File: config.mk
export PLATFORM = sky130hd
export DESIGN_NAME = ntfs_data_run_decoder_flat
export DESIGN_NICKNAME = d
export VERILOG_FILES = /design/src/rtl/ndrd_pkg.sv /design/src/rtl/ndrd_if.sv /design/src/rtl/ntfs_data_run_decoder.sv /design/src/rtl/ndrd_out_skid.sv /design/src/flat_wrapper.sv
export SDC_FILE = /design/constraint.sdc
export NUM_CORES = 1
export LEC_CHECK = 0
export ABC_AREA = 0
export BUFFER_PORTS_ARGS = -buffer_cell sky130_fd_sc_hd__clkbuf_2
export CORE_ASPECT_RATIO = 0.9
export CORE_UTILIZATION = 45
export CTS_BUF_LIST = sky130_fd_sc_hd__clkbuf_8
export CTS_CLUSTER_SIZE = 28
export DETAILED_ROUTE_END_ITERATION = 8
export PLACE_DENSITY = 0.73
export SLEW_MARGIN = 10
export SYNTH_ARGS = -nofsm -noshare
export SYNTH_HDL_FRONTEND = slang
export SYNTH_SLANG_ARGS = --single-unit
File: constraint.sdc
create_clock -name clk -period 12.6 [get_ports clk]
set_input_delay 1.89 -clock clk [delete_from_list [all_inputs] [get_ports clk]]
set_output_delay 1.89 -clock clk [all_outputs]
set_load 0.01 [all_outputs]
File: src/rtl/ndrd_pkg.sv
// ----------------------------------------------------------------------------
// ndrd_pkg
// Shared types and codes for the NTFS data run decoder.
// ----------------------------------------------------------------------------
package ndrd_pkg;

  typedef enum logic [1:0] {
    PH_IDLE   = 2'd0,
    PH_HEADER = 2'd1,
    PH_LENGTH = 2'd2,
    PH_OFFSET = 2'd3
  } ndrd_phase_t;

  typedef enum logic [1:0] {
    ST_RUN = 2'd0,
    ST_END = 2'd1,
    ST_BAD = 2'd2
  } ndrd_status_t;

  typedef struct packed {
    logic [31:0] run_length;
    logic [31:0] run_cluster;
    logic        sparse_run;
    logic [1:0]  status;
  } ndrd_result_t;

  localparam logic [7:0] END_HEADER = 8'h00;
  localparam logic [31:0] SPARSE_CLUSTER = 32'hFFFF_FFFF;

endpackage

File: src/rtl/ndrd_if.sv
// ----------------------------------------------------------------------------
// ndrd channel interfaces
// Valid/ready channels for runlist bytes in and decoded runs out.
// ----------------------------------------------------------------------------
interface ndrd_in_if;
  logic       valid;
  logic       ready;
  logic [7:0] data_byte;
  logic       list_start;

  modport source (output valid, output data_byte, output list_start, input ready);
  modport sink   (input valid, input data_byte, input list_start, output ready);
endinterface

interface ndrd_out_if;
  logic        valid;
  logic        ready;
  logic [31:0] run_length;
  logic [31:0] run_cluster;
  logic        sparse_run;
  logic [1:0]  status;

  modport source (output valid, output run_length, output run_cluster,
                  output sparse_run, output status, input ready);
  modport sink   (input valid, input run_length, input run_cluster,
                  input sparse_run, input status, output ready);
endinterface

File: src/rtl/ntfs_data_run_decoder.sv
// ----------------------------------------------------------------------------
// ntfs_data_run_decoder
// Byte-serial NTFS runlist (mapping pairs) decoder.
// ----------------------------------------------------------------------------
// Takes one runlist byte per cycle. A byte with list_start set is the first
// header of a list and clears the running cluster sum. Each completed run
// yields its length, its starting cluster (the wrapping 32-bit sum of the
// sign-extended offsets) and a sparse flag; a 0x00 header gives an end
// status and an illegal header an error status, both leaving the decoder
// idle until the next list_start. A result is written into a two-entry
// output buffer as the last byte of its run is accepted, together with the
// decoder state update, so input is taken every cycle unless both
// buffer entries are waiting for the downstream side.
module ntfs_data_run_decoder
  import ndrd_pkg::*;
#(
  parameter int MAX_FIELD_BYTES = 4
) (
  input  logic       clk,
  input  logic       rst_n,
  ndrd_in_if.sink    in_ch,
  ndrd_out_if.source out_ch
);

  localparam int CW = $clog2(MAX_FIELD_BYTES + 1);

  ndrd_phase_t  phase_r, phase_nxt, phase_eff;
  logic [CW-1:0] len_bytes_r, off_bytes_r, idx_r;
  logic [CW-1:0] len_bytes_nxt, off_bytes_nxt, idx_nxt, idx_inc;
  logic [31:0]  len_acc_r, off_acc_r, sum_r;
  logic [31:0]  len_acc_nxt, off_acc_nxt, sum_nxt, sum_base;
  logic [31:0]  len_merge, off_merge, off_ext, byte_shifted;
  logic [3:0]   lnib, onib;
  logic         accept, push_ready, res_valid;
  logic         hdr_end, hdr_bad, len_last, off_last;
  ndrd_result_t res;

  assign in_ch.ready = push_ready;
  assign accept      = in_ch.valid && push_ready;

  assign phase_eff = in_ch.list_start ? PH_HEADER : phase_r;
  assign sum_base  = in_ch.list_start ? 32'd0 : sum_r;

  assign lnib    = in_ch.data_byte[3:0];
  assign onib    = in_ch.data_byte[7:4];
  assign hdr_end = (in_ch.data_byte == END_HEADER);
  assign hdr_bad = (lnib == 4'd0) || (32'(lnib) > 32'(MAX_FIELD_BYTES))
                || (32'(onib) > 32'(MAX_FIELD_BYTES));

  // bytes past the fourth shift out of range and drop
  assign byte_shifted = 32'(in_ch.data_byte) << (32'(idx_r) * 32'd8);
  assign len_merge    = len_acc_r | byte_shifted;
  assign off_merge    = off_acc_r | byte_shifted;
  assign idx_inc      = idx_r + CW'(1);
  assign len_last     = !(idx_inc < len_bytes_r);
  assign off_last     = !(idx_inc < off_bytes_r);

  always_comb begin
    unique case (32'(off_bytes_r))
      32'd1:   off_ext = {{24{off_merge[7]}},  off_merge[7:0]};
      32'd2:   off_ext = {{16{off_merge[15]}}, off_merge[15:0]};
      32'd3:   off_ext = {{8{off_merge[23]}},  off_merge[23:0]};
      default: off_ext = off_merge;
    endcase
  end

  // next phase
  always_comb begin
    phase_nxt = phase_eff;
    unique case (phase_eff)
      PH_HEADER: phase_nxt = (hdr_end || hdr_bad) ? PH_IDLE : PH_LENGTH;
      PH_LENGTH: begin
        if (len_last) phase_nxt = (off_bytes_r == '0) ? PH_HEADER : PH_OFFSET;
      end
      PH_OFFSET: begin
        if (off_last) phase_nxt = PH_HEADER;
      end
      default: phase_nxt = PH_IDLE;
    endcase
  end

  // datapath and result
  always_comb begin
    len_bytes_nxt = len_bytes_r;
    off_bytes_nxt = off_bytes_r;
    idx_nxt       = idx_r;
    len_acc_nxt   = len_acc_r;
    off_acc_nxt   = off_acc_r;
    sum_nxt       = sum_base;
    res_valid     = 1'b0;
    res           = '{run_length: 32'd0, run_cluster: 32'd0, sparse_run: 1'b0,
                      status: ST_RUN};
    unique case (phase_eff)
      PH_HEADER: begin
        if (hdr_end) begin
          res_valid  = 1'b1;
          res.status = ST_END;
        end else if (hdr_bad) begin
          res_valid  = 1'b1;
          res.status = ST_BAD;
        end else begin
          len_bytes_nxt = CW'(lnib);
          off_bytes_nxt = CW'(onib);
          idx_nxt       = '0;
          len_acc_nxt   = 32'd0;
          off_acc_nxt   = 32'd0;
        end
      end
      PH_LENGTH: begin
        len_acc_nxt = len_merge;
        idx_nxt     = len_last ? '0 : idx_inc;
        if (len_last) begin
          off_acc_nxt = 32'd0;
          if (off_bytes_r == '0) begin
            res_valid       = 1'b1;
            res.run_length  = len_merge;
            res.run_cluster = SPARSE_CLUSTER;
            res.sparse_run  = 1'b1;
          end
        end
      end
      PH_OFFSET: begin
        off_acc_nxt = off_merge;
        idx_nxt     = off_last ? '0 : idx_inc;
        if (off_last) begin
          off_acc_nxt     = off_ext;
          sum_nxt         = sum_base + off_ext;
          res_valid       = 1'b1;
          res.run_length  = len_acc_r;
          res.run_cluster = sum_base + off_ext;
        end
      end
      default: begin
      end
    endcase
  end

  always_ff @(posedge clk) begin
    if (!rst_n) begin
      phase_r     <= PH_IDLE;
      len_bytes_r <= '0;
      off_bytes_r <= '0;
      idx_r       <= '0;
      len_acc_r   <= 32'd0;
      off_acc_r   <= 32'd0;
      sum_r       <= 32'd0;
    end else if (accept) begin
      phase_r     <= phase_nxt;
      len_bytes_r <= len_bytes_nxt;
      off_bytes_r <= off_bytes_nxt;
      idx_r       <= idx_nxt;
      len_acc_r   <= len_acc_nxt;
      off_acc_r   <= off_acc_nxt;
      sum_r       <= sum_nxt;
    end
  end

  ndrd_out_skid u_out_skid (
    .clk        (clk),
    .rst_n      (rst_n),
    .push_valid (accept && res_valid),
    .push_data  (res),
    .push_ready (push_ready),
    .out_ch     (out_ch)
  );

endmodule

File: src/rtl/ndrd_out_skid.sv
// ----------------------------------------------------------------------------
// ndrd_out_skid
// Two-entry result buffer; keeps the decoder running while a result waits.
// ----------------------------------------------------------------------------
module ndrd_out_skid
  import ndrd_pkg::*;
(
  input  logic          clk,
  input  logic          rst_n,
  input  logic          push_valid,
  input  ndrd_result_t  push_data,
  output logic          push_ready,
  ndrd_out_if.source    out_ch
);

  ndrd_result_t e0_r, e1_r;
  logic [1:0]   cnt_r;
  logic         push, pop;

  assign push_ready = (cnt_r != 2'd2);
  assign push       = push_valid && push_ready;
  assign pop        = (cnt_r != 2'd0) && out_ch.ready;

  always_ff @(posedge clk) begin
    if (!rst_n) begin
      cnt_r <= 2'd0;
    end else begin
      unique case ({push, pop})
        2'b10: begin
          if (cnt_r == 2'd0) e0_r <= push_data;
          else               e1_r <= push_data;
          cnt_r <= cnt_r + 2'd1;
        end
        2'b01: begin
          e0_r  <= e1_r;
          cnt_r <= cnt_r - 2'd1;
        end
        2'b11: begin
          if (cnt_r == 2'd1) begin
            e0_r <= push_data;
          end else begin
            e0_r <= e1_r;
            e1_r <= push_data;
          end
        end
        default: begin
        end
      endcase
    end
  end

  assign out_ch.valid       = (cnt_r != 2'd0);
  assign out_ch.run_length  = e0_r.run_length;
  assign out_ch.run_cluster = e0_r.run_cluster;
  assign out_ch.sparse_run  = e0_r.sparse_run;
  assign out_ch.status      = e0_r.status;

endmodule

File: src/flat_wrapper.sv
// flat-port wrapper written by rule: the top's interface ports become plain ports
module ntfs_data_run_decoder_flat import ndrd_pkg::*;
#(
  parameter int MAX_FIELD_BYTES = 4
)
  (clk, rst_n, in_ch_valid, in_ch_data_byte, in_ch_list_start, in_ch_ready, out_ch_valid, out_ch_run_length, out_ch_run_cluster, out_ch_sparse_run, out_ch_status, out_ch_ready);
  ndrd_in_if in_ch_i ();
  ndrd_out_if out_ch_i ();
  input  logic clk;
  input  logic rst_n;
  input wire logic [$bits(in_ch_i.valid)-1:0] in_ch_valid;
  input wire logic [$bits(in_ch_i.data_byte)-1:0] in_ch_data_byte;
  input wire logic [$bits(in_ch_i.list_start)-1:0] in_ch_list_start;
  output wire logic [$bits(in_ch_i.ready)-1:0] in_ch_ready;
  output wire logic [$bits(out_ch_i.valid)-1:0] out_ch_valid;
  output wire logic [$bits(out_ch_i.run_length)-1:0] out_ch_run_length;
  output wire logic [$bits(out_ch_i.run_cluster)-1:0] out_ch_run_cluster;
  output wire logic [$bits(out_ch_i.sparse_run)-1:0] out_ch_sparse_run;
  output wire logic [$bits(out_ch_i.status)-1:0] out_ch_status;
  input wire logic [$bits(out_ch_i.ready)-1:0] out_ch_ready;
  assign in_ch_i.valid = in_ch_valid;
  assign in_ch_i.data_byte = in_ch_data_byte;
  assign in_ch_i.list_start = in_ch_list_start;
  assign in_ch_ready = in_ch_i.ready;
  assign out_ch_valid = out_ch_i.valid;
  assign out_ch_run_length = out_ch_i.run_length;
  assign out_ch_run_cluster = out_ch_i.run_cluster;
  assign out_ch_sparse_run = out_ch_i.sparse_run;
  assign out_ch_status = out_ch_i.status;
  assign out_ch_i.ready = out_ch_ready;
  ntfs_data_run_decoder #(.MAX_FIELD_BYTES(MAX_FIELD_BYTES)) u_core (.clk(clk), .rst_n(rst_n), .in_ch(in_ch_i), .out_ch(out_ch_i));
endmodule
==> results.yml <==
status:
  status: "finished, violations left"
  violations: "design-rule violations"
cells_and_area:
  area.growth.synth_to_final_pct: 11.5
  most-common-layout-cells: "edfxtp_1 (134), nor2_1 (123), dfxtp_1 (109)"
  num-nets-final: 1327
  antenna_cells: 0
  fillers: 2359
  fin_util_pct: 51.0
  final_common_cell: "edfxtp_1"
  drive_above_1_share_pct: 13.8
worst_setup_path:
  cp-start-kind: "input port"
  rr_startpoint: "u_core.idx_r[0]$_SDFFE_PN0P_"
  required_ps: 12880
  path_class: "in2reg"
  reg2reg_to: "u_core.u_out_skid.e1_r[32]$_DFFE_PP_"
  startpoint: "in_ch_data_byte[7]"
  ff2ff_path_depth: 15
  rrSetupSlack_ps: 7400
  crit_path_max_fanout: 8
  arrival_ps: 5710
  cp-endpoint: "u_core.u_out_skid.out_ch.run_cluster[19]$_DFFE_PP_"
  end_kind: "flip-flop"
synthesis:
  syn_inst: 1219
  syn_avg_cell_area_um2: 10.1
  ys.flop_type: "edfxtp_1"
  ys_async_sr_fraction_pct: 0
  synth-seq-area-share_pct: 50.5
  synth_nets: 1275
  synth_edf_count: 134
  netlist_area_um2: 12300
  ys_types: 70
  ys_ff_latch: 243
  ys_warn_count: 0
drt:
  ant_nets: 0
  num_vias: 10074
  drt-vias-per-instance: 6.08
  drt-wirelength-per-cell_um: 19.6
  wl_um: 32500
  drc_errors: 2
  dr.pass1.iters: 7
  initialDrtViolationCount: 1084
timing:
  fin_worst_skew_ps: 28.4
  finalCritPeriodShare_pct: 43.1
  min_period_ps: 5430
  hold_viol_final: 0
  maxSlewViolCount: 0
  maxSlewHeadroom_pct: 23.2
  tightest_slew_ps: 1150
  finalSetupTns_ps: 0
  max_clock_freq_mhz: 184
  setup_viol: 0
  rsz0062_at_grt: "false"
die:
  row_count: 57
  initial_core_util_pct: 45.7
  die_area_um2: 28000
  num_io_pins: 82
  fp.dieH_um: 159
  fp.coreArea_um2: 26900
  fp.dieW_um: 176
job:
  drv_cap: 0
placed_design:
  routabilityCongestion: 1.02
  io_buffers: 81
  dp_hpwl_um: 21800
cts:
  clk_pin_slew_ps: 60
  root_buffer: "clkbuf_8"
  tritoncts: "built"
  cts_hold_buf: 0
  numCtsBuffers: 39
  cts_buffer_depth: 3
  cts_resized: 0
  htree_levels: 2
  clk_latency_ps: 550
  cts_sinks: 243
  postCtsSetupBuffers: 0
grt:
  grt_max_degree: 68
  antenna_found_initial: 0
  grt_usage_pct: 23.2
  grt-ovfl-total: 0
  grt_pass1_wl_um: 51600
  grt_pass1_vias: 9481
power:
  vdd_drop_max_v: 0.0000599
  p_leak_nw: 5.42
  power.density_nw_per_um2: 132
min_path:
  holdCritPathClass: "reg2reg"
[routing by layer]
layer | track usage (%) | part of all wire (%) | vias to the layer above
met4 | 9.53 | 3.1 | 0
met5 | 0 | 0 | -
li1 | - | - | 4713
met1 | 33.4 | 44 | 4805
met2 | 34.2 | 44 | 489
met3 | 4.05 | 8.7 | 67
[final cells by class]
cell class,instances,area [µm²],share of cell area [%]
Inverter,28,105,0.767
Clock buffer,43,592,4.32
Multi-Input combinational cell,858,5680,41.4
Tap cell,354,443,3.23
Clock inverter,29,121,0.886
Sequential cell,243,6210,45.3
Timing Repair Buffer,101,556,4.06
[metrics by stage]
step	hold WS (ps)	cell area (µm²)	std cells	power (mW)	setup WS, ps
6_report	453	13700	1656	1.81	7170
5_1_grt	475	13700	1656	1.88	6950
4_1_cts	452	13700	1656	1.82	7250
3_5_place_dp	438	13000	1584	1.20	6700
3_3_place_gp	429	13000	1584	1.19	6710
2_1_floorplan	417	12300	1219	1.11	3380
[registers in the layout, summed over array words and instances, names as in the netlist, 3 cells and up]
register	count
u_core.u_out_skid.out_ch.run_length	32
u_core.off_acc_r	32
u_core.len_bytes_r	3
u_core.u_out_skid.out_ch.run_cluster	32
u_core.u_out_skid.e1_r	67
u_core.off_bytes_r	3
u_core.idx_r	3
u_core.len_acc_r	32
u_core.sum_r	32
[synthesized netlist by cell type (all sizes together), types with 8 or more instances]
cell type	instances	area share, %
nand2	74	2.3
a21o	41	2.5
xnor2	17	1.2
ha	42	4.3
a32o	28	2.3
a221o	20	1.6
a21oi	99	4.0
buf	9	0.42
o21a	11	0.67
and3	8	0.41
a22oi	21	1.3
o211ai	10	0.61
and2	13	0.66
mux2i	9	0.73
or3	8	0.41
xor2	9	0.64
dfxtp	109	18
a22o	59	4.2
o21ai	63	2.6
nor2	127	3.9
clkbuf	81	2.5
nor3	15	0.65
nand3	13	0.57
nor2b	40	2.0
a211oi	16	0.98
a31oi	41	2.1
inv	28	0.86
edfxtp	134	33
[worst min path at each step]
stage                                      start                           endpoint  slack, ps  cells past startpoint
2_1_floorplan      u_core.sum_r[12]$_SDFFE_PN0P_      u_core.sum_r[12]$_SDFFE_PN0P_        420                      2
6_report       u_core.off_acc_r[23]$_SDFFE_PN0P_  u_core.off_acc_r[23]$_SDFFE_PN0P_        450                      2
4_1_cts        u_core.off_acc_r[31]$_SDFFE_PN0P_  u_core.off_acc_r[31]$_SDFFE_PN0P_        450                      2
3_3_place_gp       u_core.sum_r[31]$_SDFFE_PN0P_      u_core.sum_r[31]$_SDFFE_PN0P_        430                      2
5_1_grt             u_core.sum_r[5]$_SDFFE_PN0P_       u_core.sum_r[5]$_SDFFE_PN0P_        480                      2
3_5_place_dp       u_core.sum_r[31]$_SDFFE_PN0P_      u_core.sum_r[31]$_SDFFE_PN0P_        440                      2
[logic make-up after synthesis]
logic type                 count (synthesis)  synth area share, %
muxes                                     10                0.825
DFF                                      243                 50.5
xor gates and xnor gates                  26                 1.85
and+or+nand+nor                          333                 13.1
AOI/OAI and AO/OA                        446                 25.6
adders and majority gates                 43                 4.44
buffers and inverters                    118                 3.75
[where the power goes]
part           switching (mW)  internal, mW
clock                   0.312         0.314
combinational           0.180        0.0741
sequential             0.0163         0.908
[worst max-delay path: stages]
cell	delay, ps
clkbuf_2	120
nor4b_2	200
nor3_1	720
a21oi_1	130
ha_1	420
a211oi_1	430
o211ai_1	170
o21ai_0	450
o221ai_1	300
a21oi_1	250
xnor2_1	260
a221o_1	360
Note: power is estimated with default switching activity, not from simulation.
